===== src/hdl/crng_pkg.sv =====
// Package for the combined LCG shuffle generator: payload structs, CSR and queue types,
// sequencer states, generator constants and the modular arithmetic helpers.
// No dependencies.
`timescale 1ns / 1ps

package crng_pkg;

   localparam logic [31:0] CRNG_MOD_ONE  = 32'd2147483563;
   localparam logic [31:0] CRNG_MOD_TWO  = 32'd2147483399;
   localparam logic [15:0] CRNG_MUL_ONE  = 16'd40014;
   localparam logic [15:0] CRNG_MUL_TWO  = 16'd40692;
   // 2^31 minus each modulus, used to fold the high part of a product.
   localparam logic [7:0]  CRNG_FOLD_ONE = 8'd85;
   localparam logic [7:0]  CRNG_FOLD_TWO = 8'd249;
   localparam int          CRNG_WARMUPS  = 8;

   localparam logic CRNG_REQ_DRAW     = 1'b0;
   localparam logic CRNG_REQ_MODULATE = 1'b1;

   localparam logic CRNG_CSR_SEED     = 1'b0;
   localparam logic CRNG_CSR_FALLBACK = 1'b1;

   typedef struct packed {
      logic        req_type;
      logic [31:0] range_max;
      logic [30:0] modulate_amount;
   } req_payload_type;

   typedef struct packed {
      logic [30:0] raw_value;
      logic [31:0] bounded_value;
      logic        low_bit;
   } rsp_payload_type;

   // Classified item as it sits in the queue between front and back.
   typedef struct packed {
      logic        is_modulate;
      logic [31:0] range_max;
      logic [30:0] amount_one;
      logic [30:0] amount_two;
   } cmd_type;

   typedef struct packed {
      logic [30:0] seed;
      logic [30:0] fallback_seed;
      logic        seed_written;
   } cfg_type;

   typedef enum logic [3:0] {
      ST_IDLE,
      ST_SUB,
      ST_DRAW_START,
      ST_INIT_MUL,
      ST_INIT_RED,
      ST_MUL,
      ST_RED,
      ST_SLOT,
      ST_READ,
      ST_CALC,
      ST_MODULO,
      ST_EMIT
   } state_type;

   // Reduces a 47-bit product modulo 2^31 - fold. One fold and one subtract suffice.
   function automatic logic [30:0] crng_reduce(input logic [46:0] prod,
                                               input logic [7:0]  fold,
                                               input logic [31:0] modulus);
      logic [31:0] sum;
      begin
         sum = ({16'd0, prod[46:31]} * {24'd0, fold}) + {1'b0, prod[30:0]};
         if (sum >= modulus) begin
            sum = sum - modulus;
         end
         return sum[30:0];
      end
   endfunction

   // Reduces a value below twice the modulus.
   function automatic logic [30:0] crng_wrap(input logic [30:0] value,
                                             input logic [31:0] modulus);
      logic [31:0] v;
      begin
         v = {1'b0, value};
         if (v >= modulus) begin
            v = v - modulus;
         end
         return v[30:0];
      end
   endfunction

   // (state - amount) mod modulus, with the amount already reduced.
   function automatic logic [30:0] crng_sub(input logic [30:0] state,
                                            input logic [30:0] amount,
                                            input logic [31:0] modulus);
      logic [31:0] b;
      logic [31:0] r;
      begin
         b = {1'b0, crng_wrap(state, modulus)};
         if (b >= {1'b0, amount}) begin
            r = b - {1'b0, amount};
         end else begin
            r = b + modulus - {1'b0, amount};
         end
         return r[30:0];
      end
   endfunction

endpackage


===== src/hdl/crng_front.sv =====
// Front end: accepts request transfers, reduces the modulate amount for each generator
// and holds the classified items in a two-entry queue. Depends on crng_pkg.
`timescale 1ns / 1ps

module crng_front
   import crng_pkg::*;
(
   input  logic            clock,
   input  logic            reset,
   input  logic            req_valid,
   output logic            req_stall,
   input  req_payload_type req_payload,
   output logic            cmd_valid,
   output cmd_type         cmd_data,
   input  logic            cmd_pop
);

   cmd_type     entry_ff [2];
   logic        wr_ptr_ff;
   logic        wr_ptr_in;
   logic        rd_ptr_ff;
   logic        rd_ptr_in;
   logic [1:0]  count_ff;
   logic [1:0]  count_in;
   logic        push;
   logic        pop;
   cmd_type     cmd_new;

   assign req_stall = (count_ff == 2'd2);
   assign cmd_valid = (count_ff != 2'd0);
   assign cmd_data  = entry_ff[rd_ptr_ff];
   assign push      = req_valid && !req_stall;
   assign pop       = cmd_pop && cmd_valid;

   always_comb begin
      cmd_new.is_modulate = (req_payload.req_type == CRNG_REQ_MODULATE);
      cmd_new.range_max   = req_payload.range_max;
      cmd_new.amount_one  = crng_wrap(req_payload.modulate_amount, CRNG_MOD_ONE);
      cmd_new.amount_two  = crng_wrap(req_payload.modulate_amount, CRNG_MOD_TWO);
      wr_ptr_in = push ? !wr_ptr_ff : wr_ptr_ff;
      rd_ptr_in = pop ? !rd_ptr_ff : rd_ptr_ff;
      count_in  = count_ff + {1'b0, push} - {1'b0, pop};
   end

   always_ff @(posedge clock) begin
      if (reset) begin
         wr_ptr_ff <= 1'b0;
         rd_ptr_ff <= 1'b0;
         count_ff  <= 2'd0;
      end else begin
         wr_ptr_ff <= wr_ptr_in;
         rd_ptr_ff <= rd_ptr_in;
         count_ff  <= count_in;
      end
   end

   always_ff @(posedge clock) begin
      if (push) begin
         entry_ff[wr_ptr_ff] <= cmd_new;
      end
   end

endmodule


===== src/hdl/crng_back.sv =====
// Back end: sequencer that initializes the generators, runs draws through the shuffle
// table memory, reduces the output by range_max and drives the result register.
// Depends on crng_pkg.
`timescale 1ns / 1ps

module crng_back
   import crng_pkg::*;
#(
   parameter int TABLE_SIZE = 32
)
(
   input  logic            clock,
   input  logic            reset,
   input  cfg_type         cfg,
   input  logic            cmd_valid,
   input  cmd_type         cmd_data,
   output logic            cmd_pop,
   output logic            rsp_valid,
   input  logic            rsp_stall,
   output rsp_payload_type rsp_payload
);

   localparam int AW = $clog2(TABLE_SIZE);
   localparam int QB = $clog2(TABLE_SIZE) + 1;
   localparam int RW = 31 + QB;
   localparam int JW = $clog2(TABLE_SIZE + CRNG_WARMUPS);
   localparam logic [31:0] SLOT_DIV = 32'(1 + (CRNG_MOD_ONE - 1) / TABLE_SIZE);
   localparam logic [QB-1:0] SLOT_RECIP = QB'((64'd1 << 31) / 64'(SLOT_DIV));

   logic [30:0]     table_mem [TABLE_SIZE];
   logic [30:0]     rd_data_ff;

   state_type       state_ff, state_in;
   cmd_type         cmd_ff, cmd_in;
   logic            phase_ff, phase_in;
   logic            pending_ff, pending_in;
   logic [30:0]     gen_one_ff, gen_one_in;
   logic [30:0]     gen_two_ff, gen_two_in;
   logic [30:0]     out_ff, out_in;
   logic [46:0]     prod_one_ff, prod_one_in;
   logic [46:0]     prod_two_ff, prod_two_in;
   logic [JW-1:0]   step_ff, step_in;
   logic [RW-1:0]   div_rem_ff, div_rem_in;
   logic [QB-1:0]   div_q_ff, div_q_in;
   logic [AW-1:0]   slot_ff, slot_in;
   logic [31:0]     mod_rem_ff, mod_rem_in;
   logic [30:0]     mod_src_ff, mod_src_in;
   logic [4:0]      mod_cnt_ff, mod_cnt_in;
   logic            rsp_valid_ff, rsp_valid_in;
   rsp_payload_type rsp_ff, rsp_in;

   logic            wr_en;
   logic [AW-1:0]   wr_addr;
   logic [30:0]     wr_data;
   logic            rd_en;
   logic [AW-1:0]   rd_addr;

   logic [30:0]     start_seed;
   logic [30:0]     init_value;
   logic [RW-1:0]   slot_prod;
   logic [QB-1:0]   slot_clamped;
   logic [32:0]     diff;
   logic [32:0]     diff_adj;
   logic [32:0]     mod_shift;

   assign rsp_valid   = rsp_valid_ff;
   assign rsp_payload = rsp_ff;

   always_comb begin
      state_in     = state_ff;
      cmd_in       = cmd_ff;
      phase_in     = phase_ff;
      pending_in   = pending_ff || cfg.seed_written;
      gen_one_in   = gen_one_ff;
      gen_two_in   = gen_two_ff;
      out_in       = out_ff;
      prod_one_in  = prod_one_ff;
      prod_two_in  = prod_two_ff;
      step_in      = step_ff;
      div_rem_in   = div_rem_ff;
      div_q_in     = div_q_ff;
      slot_in      = slot_ff;
      mod_rem_in   = mod_rem_ff;
      mod_src_in   = mod_src_ff;
      mod_cnt_in   = mod_cnt_ff;
      rsp_valid_in = rsp_valid_ff && rsp_stall;
      rsp_in       = rsp_ff;
      cmd_pop      = 1'b0;
      wr_en        = 1'b0;
      wr_addr      = slot_ff;
      wr_data      = gen_one_ff;
      rd_en        = 1'b0;

      start_seed = (cfg.seed != 31'd0) ? cfg.seed : cfg.fallback_seed;
      if (start_seed == 31'd0) begin
         start_seed = 31'd1;
      end
      init_value   = crng_reduce(prod_one_ff, CRNG_FOLD_ONE, CRNG_MOD_ONE);
      slot_prod    = RW'(out_ff) * RW'(SLOT_RECIP);
      slot_clamped = (div_q_ff >= QB'(TABLE_SIZE)) ? QB'(TABLE_SIZE - 1) : div_q_ff;
      rd_addr      = slot_clamped[AW-1:0];
      diff         = {2'b00, rd_data_ff} - {2'b00, gen_two_ff};
      diff_adj     = (diff[32] || diff == 33'd0) ? diff + 33'(CRNG_MOD_ONE - 1) : diff;
      mod_shift    = {mod_rem_ff, mod_src_ff[30]};

      case (state_ff)
         ST_IDLE: begin
            if (cmd_valid) begin
               cmd_pop  = 1'b1;
               cmd_in   = cmd_data;
               phase_in = 1'b0;
               state_in = cmd_data.is_modulate ? ST_SUB : ST_DRAW_START;
            end
         end
         ST_SUB: begin
            if (!phase_ff) begin
               gen_two_in = crng_sub(gen_two_ff, cmd_ff.amount_two, CRNG_MOD_TWO);
            end else begin
               gen_one_in = crng_sub(gen_one_ff, cmd_ff.amount_one, CRNG_MOD_ONE);
            end
            state_in = ST_DRAW_START;
         end
         ST_DRAW_START: begin
            if (pending_ff) begin
               gen_one_in = start_seed;
               gen_two_in = start_seed;
               step_in    = JW'(TABLE_SIZE + CRNG_WARMUPS - 1);
               pending_in = 1'b0;
               state_in   = ST_INIT_MUL;
            end else begin
               state_in = ST_MUL;
            end
         end
         ST_INIT_MUL: begin
            prod_one_in = {16'd0, gen_one_ff} * {31'd0, CRNG_MUL_ONE};
            state_in    = ST_INIT_RED;
         end
         ST_INIT_RED: begin
            gen_one_in = init_value;
            if (step_ff < JW'(TABLE_SIZE)) begin
               wr_en   = 1'b1;
               wr_addr = step_ff[AW-1:0];
               wr_data = init_value;
            end
            if (step_ff == '0) begin
               // The last entry written is slot 0, which seeds the shuffle output.
               out_in   = init_value;
               state_in = ST_MUL;
            end else begin
               step_in  = step_ff - 1'b1;
               state_in = ST_INIT_MUL;
            end
         end
         ST_MUL: begin
            prod_one_in = {16'd0, gen_one_ff} * {31'd0, CRNG_MUL_ONE};
            prod_two_in = {16'd0, gen_two_ff} * {31'd0, CRNG_MUL_TWO};
            // The reciprocal estimate of the slot is exact or one below.
            div_q_in    = slot_prod[RW-1:31];
            state_in    = ST_RED;
         end
         ST_RED: begin
            gen_one_in = crng_reduce(prod_one_ff, CRNG_FOLD_ONE, CRNG_MOD_ONE);
            gen_two_in = crng_reduce(prod_two_ff, CRNG_FOLD_TWO, CRNG_MOD_TWO);
            div_rem_in = RW'(out_ff) - RW'(div_q_ff) * RW'(SLOT_DIV[30:0]);
            state_in   = ST_SLOT;
         end
         ST_SLOT: begin
            if (div_rem_ff >= RW'(SLOT_DIV[30:0])) begin
               div_q_in = div_q_ff + 1'b1;
            end
            state_in = ST_READ;
         end
         ST_READ: begin
            rd_en    = 1'b1;
            slot_in  = rd_addr;
            state_in = ST_CALC;
         end
         ST_CALC: begin
            wr_en   = 1'b1;
            wr_addr = slot_ff;
            wr_data = gen_one_ff;
            out_in  = diff_adj[30:0];
            if (cmd_ff.is_modulate) begin
               if (!phase_ff) begin
                  phase_in = 1'b1;
                  state_in = ST_SUB;
               end else begin
                  state_in = ST_IDLE;
               end
            end else begin
               mod_rem_in = 32'd0;
               mod_src_in = diff_adj[30:0];
               mod_cnt_in = 5'd30;
               state_in   = ST_MODULO;
            end
         end
         ST_MODULO: begin
            if (mod_shift >= {1'b0, cmd_ff.range_max}) begin
               mod_rem_in = 32'(mod_shift - {1'b0, cmd_ff.range_max});
            end else begin
               mod_rem_in = mod_shift[31:0];
            end
            mod_src_in = {mod_src_ff[29:0], 1'b0};
            mod_cnt_in = mod_cnt_ff - 1'b1;
            if (mod_cnt_ff == 5'd0) begin
               state_in = ST_EMIT;
            end
         end
         ST_EMIT: begin
            if (!rsp_valid_ff || !rsp_stall) begin
               rsp_valid_in         = 1'b1;
               rsp_in.raw_value     = out_ff;
               rsp_in.bounded_value = (cmd_ff.range_max == 32'd0) ? 32'd0 : mod_rem_ff;
               rsp_in.low_bit       = out_ff[0];
               state_in             = ST_IDLE;
            end
         end
         default: begin
            state_in = ST_IDLE;
         end
      endcase
   end

   always_ff @(posedge clock) begin
      if (reset) begin
         state_ff     <= ST_IDLE;
         pending_ff   <= 1'b1;
         rsp_valid_ff <= 1'b0;
         gen_one_ff   <= 31'd0;
         gen_two_ff   <= 31'd0;
         out_ff       <= 31'd0;
      end else begin
         state_ff     <= state_in;
         pending_ff   <= pending_in;
         rsp_valid_ff <= rsp_valid_in;
         gen_one_ff   <= gen_one_in;
         gen_two_ff   <= gen_two_in;
         out_ff       <= out_in;
      end
   end

   always_ff @(posedge clock) begin
      cmd_ff      <= cmd_in;
      phase_ff    <= phase_in;
      prod_one_ff <= prod_one_in;
      prod_two_ff <= prod_two_in;
      step_ff     <= step_in;
      div_rem_ff  <= div_rem_in;
      div_q_ff    <= div_q_in;
      slot_ff     <= slot_in;
      mod_rem_ff  <= mod_rem_in;
      mod_src_ff  <= mod_src_in;
      mod_cnt_ff  <= mod_cnt_in;
      rsp_ff      <= rsp_in;
   end

   always_ff @(posedge clock) begin
      if (wr_en) begin
         table_mem[wr_addr] <= wr_data;
      end
      if (rd_en) begin
         rd_data_ff <= table_mem[rd_addr];
      end
   end

endmodule


===== src/hdl/combined_lcg_shuffle_rng.sv =====
// Top level of the combined LCG generator with shuffle table: CSR port, front queue
// and back sequencer. Depends on crng_pkg, crng_front and crng_back.
//
// Requests arrive on the req_ channel (valid/stall); a transfer happens when req_valid
// is high and req_stall is low. A draw request yields one rsp_ transfer carrying the
// raw value, the value modulo range_max (0 when range_max is 0) and its low bit. A
// modulate request subtracts its amount from both generators, runs two draws and
// yields no result. A two-entry queue takes requests while the back end works.
// A draw passes from its request transfer to rsp_valid through the queue, the LCG
// step of both generators (multiply, then fold) under which the slot division by
// reciprocal runs, a slot correction step, a table read and write, and a bit-serial
// restoring modulo by range_max, which dominates. Items run one at a time, so the
// back end takes no new item before the current one is done. A modulate runs two
// draws without the modulo. After reset or a write to the seed register, the next draw
// first runs initialization: TABLE_SIZE+8 gen_one steps that fill the table memory.
// While rsp_stall is high the result register holds; the back end finishes its
// current item and waits before loading the next result.
// Registers: seed at byte 0, fallback_seed at byte 4. Reset clears the queue and
// the result valid flag and makes initialization pending.
`timescale 1ns / 1ps

module combined_lcg_shuffle_rng
   import crng_pkg::*;
#(
   parameter int TABLE_SIZE = 32
)
(
   input  logic            clock,
   input  logic            reset,
   input  logic            req_valid,
   output logic            req_stall,
   input  req_payload_type req_payload,
   output logic            rsp_valid,
   input  logic            rsp_stall,
   output rsp_payload_type rsp_payload,
   input  logic            csr_psel,
   input  logic            csr_penable,
   input  logic            csr_pwrite,
   input  logic [2:0]      csr_paddr,
   input  logic [31:0]     csr_pwdata,
   output logic [31:0]     csr_prdata,
   output logic            csr_pready
);

   logic [30:0] seed_ff, seed_in;
   logic [30:0] fallback_ff, fallback_in;
   logic        csr_write;
   logic        seed_write;
   cfg_type     cfg;
   logic        cmd_valid;
   cmd_type     cmd_data;
   logic        cmd_pop;

   assign csr_pready = 1'b1;
   assign csr_write  = csr_psel && csr_penable && csr_pwrite;
   assign seed_write = csr_write && (csr_paddr[2] == CRNG_CSR_SEED);

   always_comb begin
      seed_in     = seed_write ? csr_pwdata[30:0] : seed_ff;
      fallback_in = (csr_write && csr_paddr[2] == CRNG_CSR_FALLBACK) ?
                    csr_pwdata[30:0] : fallback_ff;
      csr_prdata  = (csr_paddr[2] == CRNG_CSR_SEED) ? {1'b0, seed_ff} : {1'b0, fallback_ff};
      cfg.seed          = seed_ff;
      cfg.fallback_seed = fallback_ff;
      cfg.seed_written  = seed_write;
   end

   always_ff @(posedge clock) begin
      if (reset) begin
         seed_ff     <= 31'd1;
         fallback_ff <= 31'd1;
      end else begin
         seed_ff     <= seed_in;
         fallback_ff <= fallback_in;
      end
   end

   crng_front u_front (
      .clock       (clock),
      .reset       (reset),
      .req_valid   (req_valid),
      .req_stall   (req_stall),
      .req_payload (req_payload),
      .cmd_valid   (cmd_valid),
      .cmd_data    (cmd_data),
      .cmd_pop     (cmd_pop)
   );

   crng_back #(
      .TABLE_SIZE (TABLE_SIZE)
   ) u_back (
      .clock       (clock),
      .reset       (reset),
      .cfg         (cfg),
      .cmd_valid   (cmd_valid),
      .cmd_data    (cmd_data),
      .cmd_pop     (cmd_pop),
      .rsp_valid   (rsp_valid),
      .rsp_stall   (rsp_stall),
      .rsp_payload (rsp_payload)
   );

endmodule


===== config.mk =====
export PLATFORM = sky130hd
export DESIGN_NAME = combined_lcg_shuffle_rng
export DESIGN_NICKNAME = d
export VERILOG_FILES = /design/src/hdl/crng_pkg.sv /design/src/hdl/crng_front.sv /design/src/hdl/crng_back.sv /design/src/hdl/combined_lcg_shuffle_rng.sv
export SDC_FILE = /design/constraint.sdc
export NUM_CORES = 2
export LEC_CHECK = 0
export BUFFER_PORTS_ARGS = -buffer_cell sky130_fd_sc_hd__buf_2
export CORE_MARGIN = 2
export CORE_UTILIZATION = 58
export CTS_CLUSTER_DIAMETER = 30
export CTS_CLUSTER_SIZE = 8
export DETAILED_ROUTE_END_ITERATION = 7
export HOLD_SLACK_MARGIN = 0.12
export PLACE_DENSITY = 0.75
export SKIP_CTS_REPAIR_TIMING = 1
export SYNTH_ARGS = -nofsm -noshare
export SYNTH_HDL_FRONTEND = slang
export SYNTH_SLANG_ARGS = --single-unit

===== constraint.sdc =====
create_clock -name clock -period 7.7 [get_ports clock]
set_input_delay 1.925 -clock clock [delete_from_list [all_inputs] [get_ports clock]]
set_output_delay 1.925 -clock clock [all_outputs]
set_load 0.01 [all_outputs]

# Yosys cells after proc, flatten, opt, wreduce, memory -nomap -nowiden
# Memory sizes are Yosys's and may differ from the RTL's. A register that Yosys moved wholly into a read port is not among the register bits.
# Cells that the tools add are included.
word_totals:
  regBits: 538
  ram_bits: 1182
  input_bits: 106
  out_inout_bits: 99
  memories: 2
memory_table:
  columns: ["memory", "depth", "word_bits", "read_ports", "rd_ports_with_merged_regs", "wr", "line", "source"]
  rows:
  - ["u_back.table_mem", 32, 31, 1, 1, 1, "crng_back.sv:30", "logic [30:0] table_mem [TABLE_SIZE];"]
  - ["u_front.entry_ff", 2, 95, 1, 1, 1, "crng_front.sv:18", "cmd_type entry_ff [2];"]
op_classes:
  addsub: 23
  multipliers: 5
  order_cmp: 12
  eq_ne: 23
  mux: 67
  bitwise_logic: 1
  n_reduce_logical: 42
op_table:
  columns: ["operator", "n"]
  rows:
  - ["$mux W31", 23]
  - ["$pmux W31 S3", 2]
  - ["$sub A31 B31 Y31 const B", 6]
  - ["$ge A31 B31 Y1 const B", 4]
  - ["$pmux W31 S2", 2]
  - ["$sub A31 B31 Y31", 4]
  - ["$add A31 B31 Y31 const B", 3]
  - ["$ge A32 B31 Y1 const B", 2]
  - ["$mux W32", 2]
  - ["$pmux W32 S2", 1]
  - ["$ge A31 B31 Y1", 2]
  - ["$pmux W4 S12", 1]
  - ["$mul A31 B15 Y46 const B", 1]
  - ["$mul A31 B14 Y45 const B", 1]
  - ["$ge A37 B26 Y1 const B", 1]
  - ["$ge A33 B32 Y1", 1]
  - ["$logic_not A33 Y1", 1]
  - ["$sub A31 B32 Y33", 1]
  - ["$add A23 B31 Y32", 1]
  - ["$add A24 B31 Y32", 1]
  - ["$logic_not A32 Y1", 1]
  - ["$sub A31 B31 Y32", 1]
  - ["$sub A32 B32 Y32", 1]
  - ["$logic_not A31 Y1", 1]
  - ["39 further kinds", 109]

# Longest topological paths before layout
depth:
  word_depth: 9
  depth_mapped: 29
  ltp_nobuf: 28

# Modules after synthesis
# From an unflattened synthesis, not the netlist that was laid out.
unflattened:
  hier_cells: 8777
  area_unflattened_um2: 106898.8
modules_own_cells:
  columns: ["module", "instances", "cells_each", "area_each_um2"]
  rows:
  - ["crng_back", 1, 8062, 95978.3]
  - ["crng_front", 1, 439, 7890.1]
  - ["combined_lcg_shuffle_rng", 1, 276, 3030.4]

# Worst setup path after synthesis
# No wires, ideal clock.
synth_path:
  path_type: "register to register"
  start: "register u_back.prod_one_ff[37]"
  end: "memory u_back.table_mem[0][22] (data pin)"
  setup_ns: 0.454
  t_arrival_ns: 6.833
  t_required_ns: 7.246
  setup_slack_ns: 0.413
  stages_incl_launch_ff: 20
  cell_sequence: "edfxtp_1 ha_1 fa_1 inv_1 fa_1 fa_1 inv_1 ha_1 a21oi_1 nand2_1 a221oi_1 o21ai_1 xnor2_1 nor4_1 nand4b_1 o21ai_2 buf_2 nand3_1 xnor2_1 o21ai_0"
synth_via:
  elab_chain_cells: 6
synth_lines:
  columns: ["item", "line", "source"]
  rows:
  - ["start, declared", "crng_back.sv:40", "logic [46:0] prod_one_ff, prod_one_in;"]
  - ["start signal, assigned", "crng_back.sv:245", "prod_one_ff <= prod_one_in;"]
  - ["$mul A16 B7 Y23 *", "crng_pkg.sv:70", "sum = ({16'd0, prod[46:31]} * {24'd0, fold}) + {1'b0, prod[30:0]};"]
  - ["$add A23 B31 Y32 *", "crng_pkg.sv:70", null]
  - ["$sub A31 B31 Y31 or $ge A32 B31 Y1 (tied branches)", "crng_pkg.sv:72, crng_pkg.sv:71", null]
  - ["$mux W31 *", "crng_pkg.sv:71", "if (sum >= modulus) begin"]
  - ["$mux W31 *", "crng_back.sv:140", "if (step_ff < JW'(TABLE_SIZE)) begin"]
  - ["$mux W31 *", "crng_back.sv:106", "case (state_ff)"]
  - ["net u_back.wr_data[22]", "crng_back.sv:54", "logic [30:0] wr_data;"]
  - ["end, declared", "crng_back.sv:30", null]
# The timed path passes the listed nets; every way through them passes the cells marked *.

# Worst setup path after layout
layout_path:
  start: "register u_back.gen_one_ff[6]"
  end: "register u_back.prod_one_ff[43] (data pin)"
layout_via:
  elab_chain_cells: 1
layout_lines:
  columns: ["item", "line", "source"]
  rows:
  - ["start, declared", "crng_back.sv:37", "logic [30:0] gen_one_ff, gen_one_in;"]
  - ["start signal, assigned", "crng_back.sv:236", "gen_one_ff <= gen_one_in;"]
  - ["$mul A31 B15 Y46", "crng_back.sv:135, crng_back.sv:155", null]
# No other way between the ends.
# A chain may end at the register's enable or synchronous reset.

==> reports/metrics.cfg <==
[outcome]
status = finished clean

[job]
maxCapViolCount = 0

[yosys]
synth_top_family_by_area = adder cells
syn-cell-area_um2 = 108000
async_flop_share_pct = 0
synth_area_per_cell_um2 = 11.1
yosys-mux-area-fraction_pct = 1.95
synth_warnings = 0
synth_xor_area_share_pct = 3.66
synth_compound_area_share_pct = 12.6
yosys.area_share.adder_pct = 18.4
synthesis.nets = 11100
synth_edf_count = 1580
syn_inst = 9733
yosysUniqueCellTypes = 103
ys.flop_type = edfxtp_1
ys_seq_area_share_pct = 47.1
ys_ff_latch = 1746
synthSimpleGateAreaFrac_pct = 11.0

[placement]
gp_congestion = 1.02
portBuffers = 199
hpwl_mm = 230

[sta]
timing.setup.tns_ns = 0
maxSlewViolCount = 0
worst_pin_slew_ns = 1.34
finalSetupViolations = 0
finClkSkew_ns = 0.114
min_period_ns = 7.42
max_slew_margin_pct = 10.9
period_share_pct = 96.4
hold_viol_final = 0
fmaxAchievable_mhz = 135
grt_setup_unrepaired = no

[floorplanning]
dieArea_um2 = 189000
die_h_um = 435
die_x_um = 435
fp-row-count = 158
start_util_pct = 58.2
design.core.area_um2 = 185000
ios = 205

[worst_hold_path]
hold_path_depth = 2
hold_path_class = reg2reg

[global_route]
grt_usage_pct = 34.1
overflow = 0
grt_max_degree = 150
grt_pass1_vias = 80600
grt_pass1_wl_mm = 490
antenna_found_initial = 14

[final_layout]
syn_to_final_growth_pct = 15.0
drive_above_1_share_pct = 12.1
fin_nets = 11600

[detailed_routing]
drtIter0Drc = 8854
antenna_left = 0
via_count = 80700
viasPerCell = 6.27
drc = 0
routedWlPerCell_um = 25.4
dr.pass1.iters = 7
routed_wl_mm = 327

[cts]
clk_latency_ns = 0.96
clock-sinks = 1746
clk_pin_slew_ns = 0.05
cts_buffer_depth = 4
cts_buffers = 353
clockRootBuffer = clkbuf_16
htreeDepth = 5
cts_tree = yes

[worst_setup_path]
path_class = reg2reg
critPathCaptureType = flop
critPathMaxFanout = 5
cp.arrival_ns = 8.05
start_kind = flop
cp_data_required_time_ns = 8.32
reg2reg_depth = 23

layout make-up:
class / instances / area, um2
Antenna cell: 9 / 22.5
Clock buffer: 412 / 9220
Inverter: 1102 / 4160
Timing Repair Buffer: 482 / 3240
Fill cell: 13500 / 61200
Tap cell: 2480 / 3100
Multi-Input combinational cell: 6483 / 51700
Sequential cell: 1746 / 50800
Clock inverter: 163 / 1670
per-layer routing:
layer	global-route usage, %	part of all wire [%]	up-vias
li1	-	-	35900
met1	44.5	39	39600
met2	54.6	46	4356
met3	5.94	9.0	876
met4	18.1	5.8	6
met5	0	0.012	-
kinds of logic after synthesis:
family                     count (synthesis)
and+or+nand+nor                         2540
AOI/OAI and AO/OA                       2008
DFF                                     1746
buffers and inverters                   1504
adders and majority gates               1292
xor gates and xnor gates                 448
muxes                                    193
other                                      2
worst paths after layout:
| check | startpoint | to | slack, ns |
|---|---|---|---|
| worst min register to register | fallback_ff[2]$_SDFFE_PP0P_ | fallback_ff[2]$_SDFFE_PP0P_ | 0.49 |
| worst max register to register | u_back.gen_one_ff[6]$_SDFFE_PP0P_ | u_back.prod_one_ff[43]$_DFFE_PP_ | 0.28 |
| worst max-delay path | u_back.gen_one_ff[6]$_SDFFE_PP0P_ | u_back.prod_one_ff[43]$_DFFE_PP_ | 0.28 |
| worst min-delay path | fallback_ff[2]$_SDFFE_PP0P_ | fallback_ff[2]$_SDFFE_PP0P_ | 0.49 |
cells in the final DEF (no fill, tap or decap), types with 47 or more instances in the layout:
cell,instances
o21a_1,48
o21ai_0,273
nor4_1,51
nand2b_1,47
edfxtp_1,1580
dfxtp_1,165
ha_1,811
mux2_2,131
mux2i_1,62
clkbuf_16,359
and3_1,51
and2_1,60
clkbuf_1,49
xor2_1,134
buf_2,198
a21o_1,159
inv_1,1094
or3_1,50
a31oi_1,114
fa_1,481
xnor2_1,313
a211oi_1,84
nor2b_1,92
o21bai_1,50
buf_4,274
nand4_1,65
a311oi_1,50
nor2_1,410
o221ai_1,255
nand3_1,364
nand2_1,1027
a21oi_1,598
nor3_1,132
flip-flops by register name, summed over array words and instances (netlist names), 2 cells and up, named ones only:
signal,flops
u_back.table_mem,992
u_front.entry_ff,190
u_back.cmd_ff,95
u_back.rsp_payload,63
u_back.prod_one_ff,46
u_back.prod_two_ff,45
u_back.div_rem_ff,32
u_back.mod_rem_ff,32
fallback_ff,31
seed_ff,31
u_back.gen_one_ff,31
u_back.gen_two_ff,31
u_back.mod_src_ff,31
u_back.out_ff,31
u_back.rd_data_ff,31
u_back.div_q_ff,6
u_back.step_ff,6
u_back.mod_cnt_ff,5
u_back.slot_ff,5
u_back.state_ff,4
u_front.count_ff,2
stage by stage:
step	cells	cell area [um2]	util, %	setup WS, ns	hold slack [ns]
floorplan	9733	108000	-	0.413	0.408
global placement	12300	113000	61.0	0.488	0.469
detailed placement	12300	113000	61.0	0.441	0.477
CTS	12900	124000	66.9	0.384	0.485
global route	12900	124000	66.9	0.0442	0.507
finish	12900	124000	66.9	0.279	0.489
critical path, stage by stage (launching register included):
cell and delay, ns:
dfxtp_1 0.51, inv_1 0.24, fa_1 0.58, inv_1 0.09, ha_1 0.34, fa_1 0.57
inv_1 0.07, fa_1 0.50, inv_1 0.05, fa_1 0.50, inv_1 0.05, fa_1 0.49
inv_1 0.04, ha_1 0.33, nor2b_1 0.15, o21ai_0 0.25, or3b_2 0.47, o21ai_0 0.44
o21a_1 0.31, o41ai_2 0.14, a211oi_1 0.46, o31ai_1 0.20, a31oi_1 0.23, xnor2_1 0.10
cell usage after synthesis (37+ instances only):
cell / number / area, um2
o21a_1: 48 / 360
nand2b_1: 48 / 300
inv_1: 1097 / 4120
nor2b_1: 94 / 588
nor4_1: 51 / 319
or3_1: 50 / 313
fa_1: 481 / 9630
and2_1: 60 / 375
mux2i_1: 62 / 621
a21o_1: 159 / 1190
a311oi_1: 50 / 438
xnor2_1: 313 / 2740
o21bai_1: 50 / 375
a21oi_1: 600 / 3000
clkbuf_1: 362 / 1360
and3_1: 52 / 325
nand3_1: 364 / 1820
nor3_1: 139 / 696
a211oi_1: 84 / 631
a221oi_1: 40 / 350
ha_1: 811 / 10100
nand2_1: 1027 / 3850
mux2_2: 131 / 1480
a31oi_1: 116 / 726
o221ai_1: 255 / 2230
nand4_1: 65 / 407
edfxtp_1: 1580 / 47400
nor2_1: 452 / 1700
xor2_1: 134 / 1170
dfxtp_1: 166 / 3320
o21ai_0: 284 / 1420
a311o_1: 37 / 370
Power is not shown: default switching activity piles up to over one toggle a cycle in this logic, so the estimate is an artifact.
